## config.mk

```make
export PLATFORM = sky130hd
export DESIGN_NAME = rcpc_mac
export DESIGN_NICKNAME = d
export VERILOG_FILES = /design/src/rtl/rcpc_pkg.sv /design/src/rtl/rcpc_mac.sv
export SDC_FILE = /design/constraint.sdc
export NUM_CORES = 1
export LEC_CHECK = 0
export BUFFER_PORTS_ARGS = -buffer_cell sky130_fd_sc_hd__buf_2
export CORE_MARGIN = 3
export CORE_UTILIZATION = 45
export CTS_CLUSTER_DIAMETER = 150
export CTS_CLUSTER_SIZE = 25
export DETAILED_ROUTE_END_ITERATION = 6
export MAX_ROUTING_LAYER = met4
export PLACE_DENSITY = 0.65
export SYNTH_ARGS = -nofsm -noshare
export SYNTH_HDL_FRONTEND = slang
export SYNTH_SLANG_ARGS = --single-unit
```

## constraint.sdc

```tcl
create_clock -name clk -period 9.39 [get_ports clk]
set_clock_uncertainty 0.2 [all_clocks]
set_input_delay 0.939 -clock clk [delete_from_list [all_inputs] [get_ports clk]]
set_output_delay 0.939 -clock clk [all_outputs]
set_load 0.05 [all_outputs]
```

## src/rtl/rcpc_pkg.sv

```systemverilog
package rcpc_pkg;

  localparam int COORD_W    = 24;
  localparam int NORM_W     = 16;
  localparam int TIME_W     = 30;
  localparam int HIT_EDGE_W = 8;
  localparam int MAX_EDGES  = 256;
  localparam int EDGE_W     = $clog2(MAX_EDGES);

  localparam int DIFF_W     = COORD_W + 1;
  localparam int PROD_W     = NORM_W + DIFF_W;
  localparam int NUM_W      = PROD_W + 1;
  localparam int DEN_W      = PROD_W;
  localparam int T_W        = 32;
  localparam int FRAC_SHIFT = 16;
  localparam int DIVD_W     = NUM_W + FRAC_SHIFT;
  localparam int DIVS_W     = DEN_W + TIME_W;
  localparam int DCNT_W     = $clog2(TIME_W + 1);

  localparam int MSTEP_W    = 3;
  localparam logic [MSTEP_W-1:0] MAC_LAST = 3'd4;

  localparam logic [TIME_W-1:0] TIME_LIMIT = TIME_W'(10000 * 65536);

  localparam int CFG_IDX_W  = 4;
  localparam int CFG_DATA_W = COORD_W;

  localparam logic [CFG_IDX_W-1:0] REG_ORIGIN_X = 4'd0;
  localparam logic [CFG_IDX_W-1:0] REG_ORIGIN_Y = 4'd1;
  localparam logic [CFG_IDX_W-1:0] REG_DIR_X    = 4'd2;
  localparam logic [CFG_IDX_W-1:0] REG_DIR_Y    = 4'd3;

  typedef struct packed {
    logic signed [NORM_W-1:0] nx;
    logic signed [NORM_W-1:0] ny;
    logic signed [DIFF_W-1:0] dpx;
    logic signed [DIFF_W-1:0] dpy;
    logic signed [DIFF_W-1:0] dx;
    logic signed [DIFF_W-1:0] dy;
  } mac_ops_t;

endpackage

```

## src/rtl/rcpc_mac.sv

```systemverilog
module rcpc_mac import rcpc_pkg::*; (
  input  logic                    clk,
  input  logic                    rst_n,
  input  logic                    start,
  input  mac_ops_t                ops,
  output logic                    done,
  output logic signed [NUM_W-1:0] num,
  output logic signed [DEN_W-1:0] den
);

  logic                     busy_r;
  logic [MSTEP_W-1:0]       step_r;
  logic                     done_r;
  logic signed [NORM_W-1:0] op_a;
  logic signed [DIFF_W-1:0] op_b;
  logic signed [PROD_W-1:0] prod_c;
  logic signed [PROD_W-1:0] prod_r;
  logic signed [PROD_W-1:0] acc_r;
  logic signed [NUM_W-1:0]  num_r;
  logic signed [DEN_W-1:0]  den_r;

  // step 0,1: num terms; step 2,3: den terms
  always_comb begin
    case (step_r)
      3'd0: begin
        op_a = ops.nx;
        op_b = ops.dpx;
      end
      3'd1: begin
        op_a = ops.ny;
        op_b = ops.dpy;
      end
      3'd2: begin
        op_a = ops.nx;
        op_b = ops.dx;
      end
      default: begin
        op_a = ops.ny;
        op_b = ops.dy;
      end
    endcase
  end

  assign prod_c = op_a * op_b;

  always_ff @(posedge clk) begin
    if (!rst_n) begin
      busy_r <= 1'b0;
      step_r <= '0;
      done_r <= 1'b0;
    end else begin
      done_r <= 1'b0;
      if (start) begin
        busy_r <= 1'b1;
        step_r <= '0;
      end else if (busy_r) begin
        step_r <= step_r + 1'b1;
        if (step_r == MAC_LAST) begin
          busy_r <= 1'b0;
          done_r <= 1'b1;
        end
      end
    end
  end

  always_ff @(posedge clk) begin
    if (busy_r) begin
      prod_r <= prod_c;
      case (step_r)
        3'd1: acc_r <= prod_r;
        3'd2: num_r <= NUM_W'(acc_r) + NUM_W'(prod_r);
        3'd3: acc_r <= prod_r;
        3'd4: den_r <= acc_r + prod_r;
        default: ;
      endcase
    end
  end

  assign done = done_r;
  assign num  = num_r;
  assign den  = den_r;

endmodule

```

==> Word-level counts from Yosys, hierarchy flattened <==
Index checks and enable logic that the tools add are counted.
{ "totals": {"regBits": 170, "inputBits": 135, "output_inout_bits": 84, "wordCells": 31} }
{ "classes": {"add_sub_neg": 3, "n_mul": 1, "eq_ne": 4, "n_mux": 6, "bitwise_logic": 2, "reduce_logical": 8} }
{ "op_table": {"columns": ["operator", "count"], "rows": [
  ["$pmux 25 s3", 1],
  ["$add 41x41->42", 1],
  ["$add 41x41->41", 1],
  ["$mul 16x25->41", 1],
  ["$mux 16", 1],
  ["$eq 3x2->1 const B", 2],
  ["$reduce_and 2->1", 3],
  ["$reduce_or 2->1", 3],
  ["$mux 1", 4],
  ["$add 3x1->3 const B", 1],
  ["$eq 3x1->1 const B", 1],
  ["$eq 3x3->1 const B", 1],
  ["$logic_not 3->1", 1],
  ["$reduce_or 3->1", 1],
  ["$not 1->1", 2]
]} }

==> Depth between registers and ports, before layout <==
{ "depth": {"ltp_word": 4, "mapped_depth": 31} }

==> Least setup slack after synthesis <==
No wires, ideal clock.
{ "synth_path": {"path_kind": "reg2reg", "start": "reg step_r[0]", "end": "reg prod_r[40], data pin", "setup_ns": 0.261, "arrival_ns": 7.471, "required_ns": 8.929, "slack_ns": 1.458, "stages_incl_launch_ff": 29, "period_less_slack_ns": 7.932, "path_cell_list": "dfxtp_1 inv_1 ha_1 nor2b_1 clkbuf_1 nor2_1 buf_2 mux2i_1 clkbuf_1 nor2_1 fa_1 inv_1 fa_1 fa_1 inv_1 fa_1 fa_1 inv_1 fa_1 inv_1 ha_1 a21oi_1 o21ai_0 a211oi_1 o21ai_0 a21oi_1 o21ai_0 and3_1 a311o_1"} }
{ "synth_between": {"elab_chain_len": 4, "word_cells_on_any_way": 7, "cone_classes": "mul (1); eq/ne (2); mux (2); reduce/logical (2)"} }
{ "synth_lines": {"columns": ["item", "line_no", "text"], "rows": [
  ["start, declared", "rcpc_mac.sv:12", "logic [MSTEP_W-1:0] step_r;"],
  ["start signal, assigned", "rcpc_mac.sv:57", "step_r <= step_r + 1'b1;"],
  ["$eq 3x2->1 or $logic_not 3->1 (tied branches)", "rcpc_mac.sv:24", "case (step_r)"],
  ["$reduce_or 2->1 (no source line)", null, null],
  ["$mux 16", "rcpc_mac.sv:24", null],
  ["$mul 16x25->41 *", "rcpc_mac.sv:44", "assign prod_c = op_a * op_b;"],
  ["net prod_c[40]", "rcpc_mac.sv:16", "logic signed [PROD_W-1:0] prod_c;"],
  ["end signal, assigned", "rcpc_mac.sv:68", "prod_r <= prod_c;"],
  ["end, declared", "rcpc_mac.sv:17", "logic signed [PROD_W-1:0] prod_r;"]
]} }
Mark *: on every way through the listed nets, which the timed path passes. The rest lies on a longest branch.
A chain may end at the register's enable or synchronous reset.

==> Worst setup path after layout <==
Same ends and word-level chain as after synthesis.

==> metrics.csv <==
metric;value;unit
cts_tree;built;
min_path_cells;0;
syn_to_final_growth;11.2;%
dr.pass1.iters;6;
synth_fp_nets;2958;
clockBufferDepth;2;
hold_viol;0;
synth_area_leader_cell;fa_1;
cp.required;9390;ps
grt_max_degree;50;
r2r_start;step_r[0];
synth_ff_type;edfxtp_1;
diodes;0;
buffer_ports.inserted;218;
synth_top_area_share;35.0;%
slowest_stage;fa_1;
grt_pass1_vias;17900;
crit_type;register to register;
period_share;93.7;%
synth_edf_count;165;
finalWeightedCongestion;1.02;
hold_buffers;0;
critical_path_arrival;8790;ps
hold_path.class;register to register;
grt_usage;23.8;%
post_route_cells_drive_above_1_share;12.5;%
path_max_fanout;20;
ys.warnings.count;0;
cts_buffers;17;
ys_async_sr_fraction;0;%
r2r-end;prod_r[40];
nFillCells;4549;
rsz0062_at_grt;no;
num_vias;16700;
clock_latency;470;ps
critical-path-max-stage-delay;550;ps
avgSynthCellArea;9.73;um2
vias_per_cell;5.32;
final_cell_mix;inv_1 (465), fa_1 (389), nand2_1 (345), nor2_1 (220), buf_2 (218);
num_io_pins;219;
die_area;52200;um2
final_nets;3149;
fin_crit;8790;ps
slew_headroom;26.7;%
maxSlewViolCount;0;
tns;0;ps
multiInputGateArea;15200;um2
final_common_cell;inv_1;
dp.cells;3115;
grt_first_pass_wirelength;95.4;mm
die_y;228;um
worst_pin_slew;1100;ps
outcome;finished, final reports clean;
crit_path_start_kind;register;
synthCells;2288;
synthesis.area;22300;um2
placed_cell_area;24100;um2
htree_levels;4;
drv_cap;0;
drtIter0Drc;1203;
yosys-top-cells-area;fa_1 (35%), edfxtp_1 (22%), ha_1 (8.2%);
wl;58.3;mm
routedWlPerCell;18.5;um
rows;80;
fin_area;24700;um2
endpoint_kind;register;
ys_ff_latch;170;
min_from;prod_r[32];
antenna_found_initial;1;
die_x;228;um
crit_family;adder cells;
grt_overflow;0;
drcViolationCount;0;
fin_cells;3148;
drtAntennaViolNets;0;
fmax;114;MHz
path_buf_inv;7;
start_util;46.1;%
hold_path_end;acc_r[32];
regArea;5060;um2
finalSetupViolCount;0;
ff2ff_path_depth;28;
dpl.hpwl;48.0;mm
root_buffer;clkbuf_16;
cts.sinks;170;
synth_cell_types;63;
ys_seq_area_share;22.7;%
r2r_setup_slack;600;ps
clk_pin_slew;90;ps
core_area;48200;um2
registers in the layout, summed over array words and instances (netlist names):
signal	cells
step_r	3
done	1
num	42
prod_r	41
busy_r	1
acc_r	41
den	41
cells by family after synthesis:
kind of cell	share of synthesized area, %
simple gates	13.3
buf+inv	9.16
fa+ha+maj	43.2
compound gates	7.14
flops	22.7
xor+xnor	2.99
mux	1.47
stage by stage:
| stage | utilization, % | setup WS, ps | hold slack (ps) |
|---|---|---|---|
| after floorplan | - | 1460 | 233 |
| after global placement | 50.0 | 752 | 249 |
| after detailed placement | 50.0 | 477 | 252 |
| after CTS | 51.2 | 437 | 269 |
| after global routing | 51.3 | 57.4 | 284 |
| final | 51.3 | 595 | 263 |
worst max path at each step:
stage                          from         end  cells past startpoint
after floorplan           step_r[0]  prod_r[40]                     28
after global placement    step_r[0]  prod_r[40]                     28
after detailed placement  step_r[0]  prod_r[38]                     28
after CTS                 step_r[0]  prod_r[38]                     28
after global routing      step_r[0]  prod_r[38]                     25
final                     step_r[0]  prod_r[40]                     28
final cells by class:
class	instances	share of cell area (%)
clock buffer	17	1.72
tap	656	3.32
multi-input combinational	1578	61.4
sequential	170	20.4
timing repair buffer	246	5.31
clock inverter	15	0.754
inverter	466	7.07
Yosys cell counts (3+ instances only):
master	count
and3_1	9
o21bai_1	10
fa_1	389
edfxtp_1	165
nor2_1	221
clkbuf_1	60
o21a_1	6
and4_1	21
a21boi_0	7
xnor2_1	50
a211o_1	7
nand3_1	19
xor2_1	26
buf_1	5
nand4_1	26
o31ai_1	7
dfxtp_1	5
a222oi_1	4
nand2b_1	12
a21o_1	33
mux2_2	14
nor3_1	10
inv_1	466
nand2_1	345
mux2i_1	17
buf_2	9
nor2b_1	11
ha_1	146
a221oi_1	3
o21ai_0	43
a31oi_1	8
and2_1	10
or3_1	4
a211oi_1	13
a21oi_1	69
worst register-to-register path: cells and delay by family, from the launching register on:
kind | cells | cell delay (ps)
AOI/OAI and AO/OA | 6 | 1710
adders and majority gates | 8 | 3480
buffers and inverters | 7 | 940
DFF | 1 | 400
and+or+nand+nor | 7 | 1800
timing repair:
item / 4_1_cts / 5_1_grt
endpoints found under the setup margin: 0 / 2
buffers inserted: 0 / 1
endpoints found under the hold margin: 0 / 0
gates resized for setup: 0 / 0
metal layers:
| layer | GRT usage (%) | wire (um) | vias up |
|---|---|---|---|
| li1 | - | - | 7590 |
| met1 | 31.7 | 25300 | 8352 |
| met2 | 37.8 | 26900 | 707 |
| met3 | 3.74 | 4490 | 90 |
| met4 | 7.36 | 1660 | 0 |
| met5 | - | 0 | - |
Power is left out: the tool's default activity adds up to more than one toggle a clock period on the data nets, which glitch-free logic cannot reach.
