`src/rtl/rcpc_pkg.sv`:
```
package rcpc_pkg;

  localparam int COORD_W    = 24;
  localparam int NORM_W     = 16;
  localparam int TIME_W     = 30;
  localparam int HIT_EDGE_W = 8;
  localparam int MAX_EDGES  = 256;
  localparam int EDGE_W     = $clog2(MAX_EDGES);

  localparam int DIFF_W     = COORD_W + 1;
  localparam int PROD_W     = NORM_W + DIFF_W;
  localparam int NUM_W      = PROD_W + 1;
  localparam int DEN_W      = PROD_W;
  localparam int T_W        = 32;
  localparam int FRAC_SHIFT = 16;
  localparam int DIVD_W     = NUM_W + FRAC_SHIFT;
  localparam int DIVS_W     = DEN_W + TIME_W;
  localparam int DCNT_W     = $clog2(TIME_W + 1);

  localparam int MSTEP_W    = 3;
  localparam logic [MSTEP_W-1:0] MAC_LAST = 3'd4;

  localparam logic [TIME_W-1:0] TIME_LIMIT = TIME_W'(10000 * 65536);

  localparam int CFG_IDX_W  = 4;
  localparam int CFG_DATA_W = COORD_W;

  localparam logic [CFG_IDX_W-1:0] REG_ORIGIN_X = 4'd0;
  localparam logic [CFG_IDX_W-1:0] REG_ORIGIN_Y = 4'd1;
  localparam logic [CFG_IDX_W-1:0] REG_DIR_X    = 4'd2;
  localparam logic [CFG_IDX_W-1:0] REG_DIR_Y    = 4'd3;

  typedef struct packed {
    logic signed [NORM_W-1:0] nx;
    logic signed [NORM_W-1:0] ny;
    logic signed [DIFF_W-1:0] dpx;
    logic signed [DIFF_W-1:0] dpy;
    logic signed [DIFF_W-1:0] dx;
    logic signed [DIFF_W-1:0] dy;
  } mac_ops_t;

endpackage

```
`src/rtl/rcpc_div.sv`:
```
module rcpc_div import rcpc_pkg::*; (
  input  logic                    clk,
  input  logic                    rst_n,
  input  logic                    start,
  input  logic signed [NUM_W-1:0] num,
  input  logic signed [DEN_W-1:0] den,
  output logic                    done,
  output logic signed [T_W-1:0]   t
);

  logic                busy_r;
  logic [DCNT_W-1:0]   cnt_r;
  logic                done_r;
  logic                neg_r;
  logic                sat_r;
  logic [DIVD_W-1:0]   rem_r;
  logic [DIVS_W-1:0]   dvs_r;
  logic [TIME_W-1:0]   quo_r;
  logic [NUM_W-1:0]    num_mag;
  logic [DEN_W-1:0]    den_mag;
  logic                ge;
  logic [TIME_W-1:0]   mag;

  assign num_mag = num[NUM_W-1] ? NUM_W'(-num) : NUM_W'(num);
  assign den_mag = den[DEN_W-1] ? DEN_W'(-den) : DEN_W'(den);
  assign ge      = DIVS_W'(rem_r) >= dvs_r;

  always_ff @(posedge clk) begin
    if (!rst_n) begin
      busy_r <= 1'b0;
      cnt_r  <= '0;
      done_r <= 1'b0;
    end else begin
      done_r <= 1'b0;
      if (start) begin
        busy_r <= 1'b1;
        cnt_r  <= DCNT_W'(TIME_W);
      end else if (busy_r) begin
        if (cnt_r == '0) begin
          busy_r <= 1'b0;
          done_r <= 1'b1;
        end else begin
          cnt_r <= cnt_r - 1'b1;
        end
      end
    end
  end

  // first step only detects a quotient beyond the time range
  always_ff @(posedge clk) begin
    if (start) begin
      rem_r <= {num_mag, {FRAC_SHIFT{1'b0}}};
      dvs_r <= {den_mag, {TIME_W{1'b0}}};
      neg_r <= num[NUM_W-1] ^ den[DEN_W-1];
      sat_r <= 1'b0;
    end else if (busy_r) begin
      if (ge) rem_r <= rem_r - dvs_r[DIVD_W-1:0];
      if (cnt_r == DCNT_W'(TIME_W)) sat_r <= ge;
      else quo_r <= {quo_r[TIME_W-2:0], ge};
      dvs_r <= dvs_r >> 1;
    end
  end

  assign mag  = sat_r ? '1 : quo_r;
  assign t    = neg_r ? -$signed(T_W'(mag)) : $signed(T_W'(mag));
  assign done = done_r;

endmodule

```
`config.mk`:
```
export PLATFORM = sky130hd
export DESIGN_NAME = rcpc_div
export DESIGN_NICKNAME = d
export VERILOG_FILES = /design/src/rtl/rcpc_pkg.sv /design/src/rtl/rcpc_div.sv
export SDC_FILE = /design/constraint.sdc
export NUM_CORES = 1
export LEC_CHECK = 0
export ABC_AREA = 0
export BUFFER_PORTS_ARGS = -buffer_cell sky130_fd_sc_hd__buf_4
export CAP_MARGIN = 20
export CORE_AREA = 10 10 155 157
export DETAILED_ROUTE_END_ITERATION = 7
export DIE_AREA = 0 0 165 167
export PLACE_DENSITY = 0.85
export SLEW_MARGIN = 20
export SYNTH_ARGS = -nofsm -noshare
export SYNTH_HDL_FRONTEND = slang
export SYNTH_SLANG_ARGS = --single-unit
```
`constraint.sdc`:
```
create_clock -name clk -period 5.4 [get_ports clk]
set_input_delay 0.54 -clock clk [delete_from_list [all_inputs] [get_ports clk]]
set_output_delay 0.54 -clock clk [all_outputs]
set_load 0.01 [all_outputs]
```
== Word level (Yosys, flattened, before mapping) ==
Index checks and enable logic that the tools add are counted.

* $add $sub $neg: 5
* Reduce and logical (&&, ||, !) cells: 11
* Bitwise gates (word level): 6
* Muxes and demuxes: 16
* Order comparisons: 1
* Equal/unequal tests: 2

{| class="wikitable"
|+ Operators with widths
! cell !! number
|-
| 58-bit 2-to-1 mux || 3
|-
| 71-bit 2-to-1 mux || 2
|-
| 58-bit by 71-bit >= comparator with 1-bit output || 1
|-
| 58-bit subtractor || 1
|-
| 42-bit 2-to-1 mux || 1
|-
| 42-bit negator || 1
|-
| 41-bit 2-to-1 mux || 1
|-
| 41-bit negator || 1
|-
| 32-bit 2-to-1 mux || 1
|-
| 30-bit negator with 32-bit output || 1
|-
| 30-bit 2-to-1 mux || 1
|-
| 5-bit 2-to-1 mux || 3
|-
| 2-bit AND reduction || 5
|-
| 5-bit equality test, second input constant || 1
|-
| 5-bit logical NOT || 1
|-
| 1-bit inverter || 5
|-
| 5-bit by 1-bit subtractor with 5-bit output, second input constant || 1
|-
| 1-bit 2-to-1 mux || 4
|-
| 2-bit nonzero test || 2
|-
| 3-bit AND reduction || 1
|-
| 3-bit OR reduction || 1
|-
| 2-bit inequality test, second input constant || 1
|-
| 2-bit OR reduction || 1
|-
| 1-bit XOR || 1
|}

* Bits in registers: 168
* Input port bits: 86
* Output and inout port bits: 33
* Logic and storage cells: 52

== Longest topological paths before layout ==
Gate-level depths: netlist (run 1).

* Depth in word-level cells: 4
* Gate-level depth with buffers: 14
* Gate-level depth less buffers: 13

== Worst setup path before layout (run 1) ==
No wires, ideal clock.

* Path type: reg2reg
* From: register dvs_r[12]
* To: register rem_r[16] (enable)
* Library setup time: 406 ps
* Data arrival time: 3740 ps
* Period minus slack after synthesis: 4146 ps
* Stages on the path, launching flop included: 13
* Buffers on the path: 2
* Setup slack: 1254 ps
* Required time: 4994 ps
* Cell sequence: dfxtp_1 > inv_1 > ha_1 > clkbuf_1 > and4_1 > o2111ai_1 > o311ai_0 > o2111ai_1 > a21oi_1 > o21ai_0 > o31a_1 > clkbuf_1 > nand2b_1

* Word-level cells in the longest chain between the ends: 3

{| class="wikitable"
|+ Ends and longest elaborated chain
! what !! line !! source
|-
| start, declared || rcpc_div.sv:17 || <nowiki>logic [DIVS_W-1:0] dvs_r;</nowiki>
|-
| start signal, assigned || rcpc_div.sv:53 || <nowiki>dvs_r <= {den_mag, {TIME_W{1'b0}}};</nowiki>
|-
| start signal, assigned || rcpc_div.sv:60 || <nowiki>dvs_r <= dvs_r >> 1;</nowiki>
|-
| 58-bit by 71-bit >= comparator with 1-bit output || rcpc_div.sv:26 || <nowiki>assign ge = DIVS_W'(rem_r) >= dvs_r;</nowiki>
|-
| 2-bit nonzero test (no line) || n/a ||
|-
| 2-bit AND reduction (no line) || n/a ||
|-
| end signal, assigned || rcpc_div.sv:52 || <nowiki>rem_r <= {num_mag, {FRAC_SHIFT{1'b0}}};</nowiki>
|-
| end signal, assigned || rcpc_div.sv:57 || <nowiki>if (ge) rem_r <= rem_r - dvs_r[DIVD_W-1:0];</nowiki>
|-
| end, declared || rcpc_div.sv:16 || <nowiki>logic [DIVD_W-1:0] rem_r;</nowiki>
|}

Every way passes these cells.
A chain may end at the register's enable or synchronous reset.

== Final worst setup path (run 1) ==
* From: register sat_r
* To: output t[28]

* Word-level cells in the longest chain between the ends: 3

{| class="wikitable"
|+ Ends and longest elaborated chain
! what !! line !! source
|-
| start, declared || rcpc_div.sv:15 || <nowiki>logic sat_r;</nowiki>
|-
| start signal, assigned || rcpc_div.sv:58 || <nowiki>if (cnt_r == DCNT_W'(TIME_W)) sat_r <= ge;</nowiki>
|-
| 30-bit 2-to-1 mux * || rcpc_div.sv:64 || <nowiki>assign mag = sat_r ? '1 : quo_r;</nowiki>
|-
| 30-bit negator with 32-bit output || rcpc_div.sv:65 || <nowiki>assign t = neg_r ? -$signed(T_W'(mag)) : $signed(T_W'(mag));</nowiki>
|-
| 32-bit 2-to-1 mux * || rcpc_div.sv:65 ||
|-
| end, declared || rcpc_div.sv:8 || <nowiki>output logic signed [T_W-1:0] t</nowiki>
|}

Mark *: on every way between the ends. The rest lies on a longest branch, timed or not.

==> results.md, run 1 <==
- 119 I/O pins were placed.
- The clock latency on the worst-skew pair is 0.44 ns.
- The total negative slack is 0 ns.
- Entering global routing, the biggest net connects 95 pins.
- The count of clock tree sinks is 168.
- For the pin with the worst max-slew slack, the measured transition is 0.970 ns.
- The H-tree generated during clock tree synthesis spans 4 levels.
- Tracing the worst setup path back leads to its startpoint at sat_r$_SDFFE_PP0P_.
- After legalization and detailed placement, the total HPWL measured 24.5 mm.
- The number of design-rule violations left by the first detailed-router iteration is 974.
- The launching element type of the critical path is a flip-flop.
- The floorplan step defined a die boundary enclosing 27,600 sq um.
- The number of library cell types mapped by synthesis is 64.
- The leakage power summed over all cells is 5.73 nW.
- For this configuration, the core starts out at a cell density of 0.601.
- During placement, the flow inserted port buffers numbering 118.
- The start point of the worst hold path is rst_n.
- The data arrival time of the critical path is 3.56 ns.
- The total count of max-transition violations in the final report was 0.
- The clock tree root buffer cell is clkbuf_16.
- The area of the multi-input gates is 7440 sq um.
- Counting flops with a built-in enable in the synthesized netlist gives 114.
- The number of filler instances in the final layout is 1,655.
- For this run, the post-layout net count is 1,680.
- The capturing element type of the critical path is an output port.
- The highest net fanout along the worst path is 10.
- The count of cells in the finished layout, fillers not included, comes to 1,818.
- The via count of the first global-routing pass is 10,900.
- The final wirelength is 32.9 mm.
- The achievable clock frequency is 244 MHz.
- The CTS buffer count is 17.
- In this run the power density over the cells is 265 nW/um^2.
- Across the run, the number of max-cap violations was 0.
- The relative max-transition margin is 0.353.
- The endpoint identified for the worst register-to-register timing path is rem_r[54]$_DFFE_PP_.
- Hold repair after CTS inserted 0 buffers.
- The worst-case clock skew is 0.00799 ns.
- The first global-routing pass estimated 53.8 mm of wire.
- Dividing the synthesized area by the synthesized cell count gives 8.63 sq um.
- After clock tree synthesis, the clock-pin slew on the worst setup and hold paths is 0.08 ns.
- Measured along the y axis, the die boundary spans 167 um.
- Dividing the detail-routed wire length by the instance count gives 18.1 um.
- The critical path ends at t[28].
- The CTS tree is built.
- The maximum count of clock buffers along a single path is 2.
- The critical path start-end classification is flip-flop to output port.
- From synthesis to final layout, the design area changed by 13.6%.
- The yosys synthesis warning count is 0.
- The number of gates resized after CTS is 0.
- The post-synthesis sequential element count is 168.
- Setup violations remaining at the end of the flow were counted as 0.
- The mapped netlist covers 12,500 sq um.
- Summing all flip-flop and latch instances after layout gives 4510 sq um.
- The startpoint identified for the worst register-to-register timing path is rem_r[0]$_SDFFE_PP0P_.
- In the routed design, unresolved DRC markers number 0.
- The run finished with clean final reports.
- The most used flip-flop cell after synthesis is edfxtp_1.
- The initial antenna violation count was 0.
- The global placer's final weighted congestion is 1.00.
- The portion of the post-synthesis area used by sequential elements is 0.360.
- In this run the remaining antenna-violating nets after routing total 0.
- The share of final-layout standard cells stronger than drive strength 1 is 0.121.
- Once placement completed, the tool counted placed cells totaling 1,786.
- The post-layout worst setup margin is 1.30 ns.
- For this run, the total global-route usage over all layers was measured as 0.235.
- The required time of the critical path is 4.86 ns.
- The maximum vdd drop is 269 uV.
- OpenSTA, run right after detailed placement, puts the worst setup slack at 1.07 ns.
- After floorplanning, the core was sized to cover 20,800 sq um.
- The via density per instance is 6.20.
- The first detailed-routing pass ran for 6 iterations.
- The design draws 3.76 mW.
- The minimum setup slack among reg-to-reg paths is 1.34 ns.
- Row generation in the floorplan step produced 53 rows.
- The worst path in the final design needs a cycle of 4.10 ns, including I/O delays and setup.
- Across all layers, the routed design uses 11,300 vias.
- The share of synthesized area in the top cell type comes to 0.274.
- The post-synthesis async set-or-reset flop share is 0.
- Setup repair after global routing left no endpoint under its margin.
- Dividing the final minimum period by the clock period gives 0.760.
- The worst register-to-register path has a depth of 13.
- 0 antenna diodes ended up in the layout.
- Ranked by total cell area, the synthesized netlist is headed by edfxtp_1 (27%), dfxtp_1 (8.6%), xnor2_1 (6.8%).
- The number of setup buffers added after CTS is 0.
- The most area-hungry cell type in the Yosys netlist is edfxtp_1.
- The path class of the tightest hold or removal check is primary input to flip-flop.
- The final count of hold timing violations is 0.
- The net count of the mapped netlist is 1,600.
- Synthesis handed over a netlist of 1,450 instances.
- The total overflow reported by the global router is 0.
- The die span in x is 165 um.
==> registers in the layout (all words and copies together), names as in the netlist <==
signal and flops:
rem_r 58, sat_r 1, neg_r 1, busy_r 1
dvs_r 71, quo_r 30, done 1, cnt_r 5
==> placed cells by master, fill, tap and decap left out, drive strengths merged, types with 38 or more instances in the layout <==
master	count
ha	63
a21oi	108
mux2i	44
xnor2	97
inv	92
dfxtp	54
buf	129
xor2	49
nand2	140
o31ai	38
nor2	129
o21ai	116
edfxtp	114
==> power by group <==
part | switching [mW] | internal [mW]
clock | 0.598 | 0.673
sequential | 0.0462 | 1.46
combinational | 0.574 | 0.410
==> per-layer routing <==
layer | GRT usage | up-vias | routed length, um
li1 | - | 5453 | -
met1 | 0.285 | 5334 | 13600
met2 | 0.394 | 390 | 16300
met3 | 0.0377 | 89 | 1600
met4 | 0.112 | 0 | 1340
met5 | 0 | - | 0
==> worst min-delay path by stage <==
| stage | depth (start not counted) | endpoint | slack, ns |
|---|---|---|---|
| finish | 2 | cnt_r[3]$_SDFFE_PN0P_ | 0.37 |
| global placement | 0 | quo_r[12]$_DFFE_PP_ | 0.45 |
| detailed placement | 0 | quo_r[12]$_DFFE_PP_ | 0.47 |
| CTS | 2 | cnt_r[3]$_SDFFE_PN0P_ | 0.36 |
| floorplan | 0 | quo_r[12]$_DFFE_PP_ | 0.44 |
| global route | 2 | busy_r$_SDFF_PN0_ | 0.38 |
==> synthesized netlist by cell type, drive strengths merged, types with 17 or more instances <==
| library cell | n |
|---|---|
| a21oi | 108 |
| or4 | 19 |
| xor2 | 49 |
| or3 | 21 |
| o31ai | 38 |
| nor3 | 21 |
| nor2 | 129 |
| clkbuf | 58 |
| mux2i | 44 |
| nand2 | 140 |
| nand2b | 17 |
| inv | 85 |
| nand4 | 20 |
| a21o | 26 |
| edfxtp | 114 |
| xnor2 | 97 |
| nand3 | 18 |
| a22o | 31 |
| o21ai | 116 |
| dfxtp | 54 |
| ha | 63 |
==> area by class of cell <==
type / count / area share
timing repair buffer: 129 / 0.0682
tap: 275 / 0.0242
sequential: 168 / 0.317
clock inverter: 15 / 0.0142
clock buffer: 17 / 0.0299
multi-input combinational: 1129 / 0.524
inverter: 85 / 0.0225
==> critical path: stages (launching register included) <==
cell     delay (ns)
dfxtp_1        0.41
nor2_1         0.23
ha_1           0.21
nand2_1        0.09
or4_1          0.48
nor4b_1        0.36
nand4_1        0.20
or3_1          0.39
o21ai_0        0.36
a211o_1        0.19
o21ai_0        0.07
buf_4          0.14
==> logic make-up after synthesis <==
kind of cell,after synthesis,synth area share
adder cells (fa/ha/maj),64,0.0646
multiplexers,46,0.0370
XOR/XNOR,146,0.102
buffers and inverters,153,0.0460
flip-flops,168,0.360
AND/OR/NAND/NOR,449,0.172
AO/OA/AOI/OAI,424,0.218
==> through the flow <==
step | utilization | area [sq um] | hold slack, ns
floorplan | - | 12500 | 0.444
global placement | 0.652 | 13600 | 0.454
detailed placement | 0.652 | 13600 | 0.474
CTS | 0.682 | 14200 | 0.363
global route | 0.682 | 14200 | 0.381
finish | 0.682 | 14200 | 0.373
(Power assumes the default switching activity.)
==> run 2, diff against run 1 <==
ABC_AREA = 1   (was 0)
CORE_AREA = 10 10 175 177   (was 10 10 155 157)
DIE_AREA = 0 0 185 187   (was 0 0 165 167)
PLACE_DENSITY = 0.82   (was 0.85)
clock period = 3.7 ns   (was 5.4 ns; I/O delays follow)
==> run 2 against run 1 <==
Die area is 26% higher. Combinational power is 77% higher. Non-clock buffer count is 1 higher. Critical path depth is 2 higher. Sequential power is 44% higher. Core utilization is 6.8 points lower. Clock power is 47% higher. Worst hold slack worse by 0.18 ns. Power is 53% higher. Sequential cell count stayed put.
==> results.md, run 2 <==
- The flow ran to the end, and the final reports show no timing, DRC or antenna violations.
- Compared with the post-synthesis result, the final layout area differs by 12.3%.
- The global placer's final weighted congestion came to 1.07 (+6.3%).
- The number of design-rule violations left by the first detailed-router iteration is 1,821 (+87%).
- The number of buffers inserted to repair setup after CTS is 0 (unchanged).
- The die area was 34,600 sq um (+26%).
- The areal power density over the cells was 344 nW/um^2 (+30%).
- The final count of hold timing violations came to 0 (unchanged).
- The net count of the mapped netlist is 2,521 (+58%).
- The number of cells on the worst reg-to-reg path came to 14 (+1).
- The maximum count of clock buffers along a single path is 2 (unchanged).
- The CTS buffer count was 17 (unchanged).
- The post-route antenna net violation count was 0 (unchanged).
- The number of nets in the layout was 2,624 (+56%).
- The total overflow reported by the global router is 0 (unchanged).
- The minimum setup slack among reg-to-reg paths is 0.58 ns (-0.76 ns).
- The cell count after placement is 2,801 (+57%).
- The number of filler instances in the final layout is 2,587 (+56%).
- The floorplan core area is 27,300 sq um (+31%).
- The post-synthesis async set-or-reset flop share came to 0 (unchanged).
- The terminus of the critical flop-to-flop path is rem_r[57]$_DFFE_PP_.
- The global router's overall resource usage is 0.297 (+0.0624).
- The data arrival time of the critical path is 3.04 ns (-0.52 ns).
- Yosys instantiated no cell more often than nand2_1.
- The maximum vdd drop was 345 uV (+28%).
- The portion of the post-synthesis area used by sequential elements is 0.302 (-0.0584).
- The proportion of netlist area held by the largest area contributor came to 0.229 (-0.0444).
- Sorting the synthesized cells by area gives the leading types as edfxtp_1 (23%), nand2_1 (17%), inv_1 (10%).
- In the synthesized netlist, the cells that appear most often are nand2_1 (679), inv_1 (405), nor2_1 (289).
- Leaving out fill and tap cells, the most frequent cell in the layout is nand2_1.
- The height of the die is 187 um (+12%).
- The share of final-layout standard cells stronger than drive strength 1 is 0.0969 (-0.0236).
- Timing would allow up to 293 MHz.
- The count of clock tree sinks came to 168 (unchanged).
- Clock tree synthesis selected as its root buffer the cell clkbuf_16.
- The port buffer count is 118 (unchanged).
- The max-cap check violation count was 0 (unchanged).
- TritonCTS built the clock tree.
- The initial core utilization is 0.546 (-0.0543).
- The post-synthesis sequential element count came to 168 (unchanged).
- The floorplan row count was 61 (+15%).
- Among all flip-flop cells after synthesis, the most frequent one is edfxtp_1.
- The worst path needs 3.41 ns of the cycle, external delays included.
- The hold-critical path depth is 3 (+1).
- The total count of max-transition violations in the final report is 0 (unchanged).
- The area taken by flip-flops and latches is 4500 sq um (about the same).
- In this run the worst hold path is classified as primary input to flip-flop.
- The startpoint identified for the worst register-to-register timing path is rem_r[49]$_DFFE_PP_.
- The worst-case clock skew came to 0.0136 ns (+0.00565 ns).
- The path with the worst hold slack has its endpoint at cnt_r[3]$_SDFFE_PN0P_.
- The flip-flop count of the largest register after layout is 71 (unchanged).
- The DRC violation count after routing is 0 (unchanged).
- The initial antenna violation count came to 2 (+2).
- Setup repair after global routing left no endpoint under its margin.
- The critical path start-end classification is flip-flop to output port.
- The leakage power summed over all cells was 8.20 nW (+43%).
- In the finished design, the share of the clock period the worst path needs comes to 0.923.
- The required time of the critical path is 3.33 ns (-1.53 ns).
- The mean instance size in the synthesized netlist is 6.30 sq um (-27%).
- The area of the multi-input gates is 8650 sq um (+16%).
- The via density per instance is 5.60 (-9.6%).
- The worst hold path begins at rst_n.
- The relative max-transition margin is 0.343 (-0.0108).
- The via count of the first global-routing pass came to 15,000 (+37%).
- The launching element type of the critical path is a flip-flop.
- The global-route wire length before repair is 80.9 mm (+50%).
- Leaving out fill and tap cells, the most frequent cells in the layout are nand2_1 (677), inv_1 (405), nor2_1 (288).
- The count of mapped cells out of synthesis came to 2,371 (+64%).
- The total vias in the final route is 15,900 (+41%).
- The number of enable flip-flop cells after synthesis is 114 (unchanged).
- The number of library cell types mapped by synthesis is 49 (-23%).
- The smallest hold slack is 0.194 ns (-0.179 ns).
- The capturing element type of the critical path is an output port.
- The antenna diode count is 0 (unchanged).
- In the final layout, the registers with the most flip-flops are dvs_r: 71 flops, rem_r: 58 flops, quo_r: 30 flops.
- The number of setup violations in the final report is 0 (unchanged).
- The final instance count without filler cells is 2,833 (+56%).
- The number of optimization iterations in the first detailed-route pass is 6 (unchanged).
- The total negative slack was 0 ns (unchanged).
- The total half-perimeter wirelength after legalization and detailed placement is 42.4 mm (+73%).
- The number of gates resized after CTS is 0 (unchanged).
- The maximum level of the CTS H-tree was 4 (unchanged).
- The die span in x was 185 um (+12%).
- The clock latency on the worst-skew pair came to 0.46 ns (+0.02 ns).
- The clock transition at the registers of the reported paths came to 0.08 ns (about the same).
- The yosys synthesis warning count is 0 (unchanged).
- The largest net degree at the start of global routing is 50 (-47%).
- The top-level port count is 119 (unchanged).
- The highest net fanout along the worst path came to 27 (+17).
- The final wirelength is 52.4 mm (+59%).
- The number of buffers inserted by hold repair at cts is 0 (unchanged).
- The average detailed-routed wire length per instance is 18.5 um (+2.3%).
- The transition time at the pin with the least slew margin came to 0.985 ns (+0.0148 ns).
- Summed over all instances, the cell type with the most area after synthesis is edfxtp_1.
- The synthesized area is 14,900 sq um (+19%).
- dvs_r holds more flip-flops than any other register.
[run 2: changes by cell type after synthesis, moves of 44 or more]
cell	delta
mux2i_1	-44
nand3_1	+116
xnor2_1	-67
nand2_1	+539
nor2_1	+160
inv_1	+320
[run 2: critical path, cell delays in order (launching register included)]
cell,delay [ns]
dfxtp_1,0.97
inv_6,0.07
nand2_2,0.12
inv_1,0.05
ha_1,0.21
nand3_1,0.11
nor2_1,0.06
nand2_1,0.09
nor2_1,0.08
a41oi_1,0.30
nor2_1,0.13
nand2_1,0.09
xor2_1,0.16
buf_4,0.14
[run 2: through the flow]
stage	setup slack, ns	power (mW)	cell area [sq um]	util
4_1_cts	0.310	5.74	16800	0.614
2_1_floorplan	0.601	3.28	14900	-
6_report	0.286	5.78	16800	0.614
5_1_grt	0.0419	6.04	16800	0.614
3_5_place_dp	0.677	3.90	16200	0.591
3_3_place_gp	0.689	3.88	16200	0.591
[run 2: logic make-up after synthesis]
group           synth area share
fa+ha+maj                 0.0541
flops                      0.302
simple gates               0.360
xor+xnor                  0.0422
buf+inv                    0.120
compound gates             0.122
[run 2: where the power goes]
part | internal, mW | leakage [nW] | switching, mW | total, mW
Clock | 0.953 | 0.302 | 0.916 | 1.87
Sequential | 2.12 | 1.57 | 0.0449 | 2.17
Combinational | 0.573 | 6.33 | 1.17 | 1.74
Total | 3.65 | 8.20 | 2.13 | 5.78
[run 2: cell type report]
cell class / count / share of cell area
Clock buffer: 18 / 0.0269
Tap cell: 346 / 0.0258
Timing Repair Buffer: 130 / 0.0597
Clock inverter: 14 / 0.0103
Multi-Input combinational cell: 1741 / 0.515
Sequential cell: 168 / 0.269
Inverter: 416 / 0.0934
[run 2: per-layer routing]
layer	GRT usage	routed length [um]	up-vias
met3	0.0647	4770	84
met1	0.381	21800	7253
met5	0	0	-
li1	-	-	7794
met2	0.483	24400	737
met4	0.0982	1450	0
[run 2: worst max-delay path by stage]
stage / start / end / slack [ns] / depth (start not counted)
2_1_floorplan: rem_r[29]$_DFFE_PP_ / rem_r[16]$_DFFE_PP_ / 0.60 / 14
3_3_place_gp: dvs_r[48]$_DFFE_PP_ / rem_r[44]$_DFFE_PP_ / 0.69 / 15
3_5_place_dp: rem_r[48]$_DFFE_PP_ / rem_r[49]$_DFFE_PP_ / 0.68 / 14
4_1_cts: sat_r$_SDFFE_PP0P_ / t[28] / 0.31 / 13
5_1_grt: sat_r$_SDFFE_PP0P_ / t[28] / 0.04 / 11
6_report: sat_r$_SDFFE_PP0P_ / t[28] / 0.29 / 13
==> run 3, diff against run 2 <==
HOLD_SLACK_MARGIN = 0.03   (was unset)
SETUP_SLACK_MARGIN = 0.3   (was unset)
==> run 3 against run 2 <==
Power hardly changed. Sequential cell count stayed put. Sequential share of layout area hardly changed. Routed wire length hardly changed. First-iteration DRC count hardly changed. Worst hold slack hardly changed. Count of clock-buffer cells in the layout stayed put. Sequential power hardly changed. Clock power hardly changed. Critical path depth stayed put. Critical path type unchanged. Critical endpoint unchanged. Largest cell class unchanged. Largest power group unchanged. Highest routed layer unchanged.
==> results.md, run 3 (synthesis gave the netlist of run 2 again) <==
- The CTS buffer count is 17 (unchanged).
- The share of final-layout standard cells stronger than drive strength 1 came to 0.0973 (+0.000402).
- In the layout the commonest cells are nand2_1 (677), inv_1 (405), nor2_1 (288).
- Traced cell by cell, the critical path runs through inv_6 -> nand2_2 -> inv_1 -> ha_1 -> nand3_1 -> nor2_1 -> nand2_1 -> nor2_1 -> a41oi_1 -> nor2_1 -> nand2_1 -> xor2_1 -> buf_4.
- The via count of the first global-routing pass is 15,000 (unchanged).
- The global router's overall resource usage came to 0.297 (unchanged).
- The initial core utilization is 0.546 (unchanged).
- The slowest stage of the critical path belongs to the cell dfxtp_2.
- The critical path start-end classification is flip-flop to output port.
- The die span in x is 185 um (unchanged).
- The terminus of the critical flop-to-flop path is rem_r[57]$_DFFE_PP_.
- The maximum level of the CTS H-tree is 4 (unchanged).
- The cell that appears most often on the critical path is nor2_1.
- The achievable clock frequency is 319 MHz (+9.1%).
- The post-route antenna net violation count is 0 (unchanged).
- The required time of the critical path came to 3.33 ns (about the same).
- The run finished with clean final reports.
- The clock transition at the registers of the reported paths is 0.08 ns (about the same).
- The transition time at the pin with the least slew margin came to 0.736 ns (-0.249 ns).
- The cell count after placement is 2,801 (unchanged).
- In this run the critical register-to-register path is launched from rem_r[49]$_DFFE_PP_.
- The highest net fanout along the worst path is 27 (unchanged).
- The smallest hold slack is 0.194 ns (-0.000116 ns).
- The antenna diode count is 0 (unchanged).
- The start point of the worst hold path is rst_n.
- The maximum vdd drop is 345 uV (about the same).
- TritonCTS built the clock tree.
- The DRC violation count after routing is 0 (unchanged).
- The number of cells on the worst reg-to-reg path is 14 (unchanged).
- The data arrival time of the critical path was 2.76 ns (-0.28 ns).
- In the final layout, the registers with the most flip-flops are dvs_r: 71 flops, rem_r: 58 flops, quo_r: 30 flops.
- The total negative slack is 0 ns (unchanged).
- The worst-case clock skew is 0.0139 ns (+0.000240 ns).
- The number of nets in the layout is 2,624 (unchanged).
- The relative max-transition margin is 0.504 (+0.162).
- The largest net degree at the start of global routing is 50 (unchanged).
- The global-route wire length before repair is 80.9 mm (unchanged).
- The hold-critical path depth is 3 (unchanged).
- The number of buffers inserted to repair setup after CTS is 0 (unchanged).
- The total overflow reported by the global router is 0 (unchanged).
- The total count of max-transition violations in the final report is 0 (unchanged).
- Clock tree synthesis selected as its root buffer the cell clkbuf_16.
- The total power is 5.78 mW (about the same).
- The utilization of the core after routing is 0.614 (about the same).
- The via density per instance is 5.60 (about the same).
- The total half-perimeter wirelength after legalization and detailed placement was 42.4 mm (unchanged).
- The maximum cell stage delay along the critical path was 0.48 ns (-0.49 ns).
- The post-route fraction of the period consumed by the critical path is 0.846 (-0.0767).
- Leaving out fill and tap cells, the most frequent cell in the layout is nand2_1.
- The average detailed-routed wire length per instance is 18.5 um (about the same).
- The worst hold endpoint is cnt_r[3]$_SDFFE_PN0P_.
- The pre-CTS setup slack is 0.677 ns (unchanged).
- The final count of hold timing violations came to 0 (unchanged).
- The number of design-rule violations left by the first detailed-router iteration came to 1,820 (-0.055%).
- Setup repair after global routing left no endpoint under its margin.
- The path class of the tightest hold or removal check is primary input to flip-flop.
- The floorplan core area is 27,300 sq um (unchanged).
- The count of clock tree sinks came to 168 (unchanged).
- The number of optimization iterations in the first detailed-route pass is 6 (unchanged).
- The maximum count of clock buffers along a single path was 2 (unchanged).
- The summed area of non-filler cells in the final layout is 16,800 sq um (about the same).
- The clock latency on the worst-skew pair is 0.46 ns (about the same).
- The total vias in the final route is 15,900 (-0.050%).
- STA classifies the critical path startpoint as a flip-flop.
- The post-layout worst setup margin is 0.569 ns (+0.284 ns).
- The final wirelength is 52.4 mm (about the same).
- The initial antenna violation count is 2 (unchanged).
- The worst setup path is captured at an output port.
- The final instance count without filler cells came to 2,833 (unchanged).
- The max-cap check violation count is 0 (unchanged).
- The areal power density over the cells is 344 nW/um^2 (about the same).
- The final critical-path required period is 3.13 ns (-0.284 ns).
- The flip-flop count of the largest register after layout is 71 (unchanged).
- The port buffer count is 118 (unchanged).
- The layout-stage area growth over the synthesis result came to 12.4% (about the same).
- The floorplan row count was 61 (unchanged).
- The global placer's final weighted congestion came to 1.07 (unchanged).
- The leakage power summed over all cells is 8.20 nW (about the same).
- The number of setup violations in the final report was 0 (unchanged).
- The height of the die was 187 um (unchanged).
- The top-level port count came to 119 (unchanged).
- The register with the highest flop count is dvs_r.
- The number of buffers inserted by hold repair at cts is 0 (unchanged).
- The minimum setup slack among reg-to-reg paths was 0.58 ns (about the same).
- The die area is 34,600 sq um (unchanged).
- The area of placed instances came to 16,200 sq um (unchanged).
==> run 3: cell counts in the layout (fill, tap and decap cells not counted) <==
No cell type changed its count.
==> run 3: how the worst max path moves through the flow <==
stage | from | to | slack (ns) | depth (start not counted)
after floorplan | rem_r[29]$_DFFE_PP_ | rem_r[16]$_DFFE_PP_ | 0.60 | 14
after global placement | dvs_r[48]$_DFFE_PP_ | rem_r[44]$_DFFE_PP_ | 0.69 | 15
after detailed placement | rem_r[48]$_DFFE_PP_ | rem_r[49]$_DFFE_PP_ | 0.68 | 14
after CTS | sat_r$_SDFFE_PP0P_ | t[28] | 0.31 | 13
after global routing | sat_r$_SDFFE_PP0P_ | t[28] | 0.33 | 11
final | sat_r$_SDFFE_PP0P_ | t[28] | 0.57 | 13
==> run 3: cell type report <==
class | instances | area, sq um
repair buffers | 130 | 1000
clock buffers | 18 | 450
multi-input cells | 1741 | 8650
clock inverters | 14 | 173
flip-flops and latches | 168 | 4510
well taps | 346 | 433
fillers | 2588 | 10500
inverters | 416 | 1570
==> run 3: repair_timing <==
item,CTS,global route
setup endpoints to repair,0,13
gates resized for setup,0,1
endpoints found under the hold margin,0,0
==> run 3: where the power goes <==
group	switching, mW	internal, mW
Combinational	1.17	0.573
Sequential	0.0449	2.12
Clock	0.916	0.953
==> run 3: per-layer routing <==
| layer | GRT usage | vias up | wire (um) |
|---|---|---|---|
| met1 | 0.381 | 7248 | 21900 |
| met2 | 0.483 | 731 | 24400 |
| li1 | - | 7795 | - |
| met4 | 0.0982 | 0 | 1480 |
| met5 | 0 | - | 0 |
| met3 | 0.0647 | 86 | 4690 |
==> run 3: critical path, delay by kind of cell, from the launching register on <==
kind                       cells  cell delay (ns)
AOI/OAI and AO/OA              1             0.22
xor gates and xnor gates       1             0.15
adders and majority gates      1             0.17
buffers and inverters          3             0.35
DFF                            1             0.48
and+or+nand+nor                7             0.92
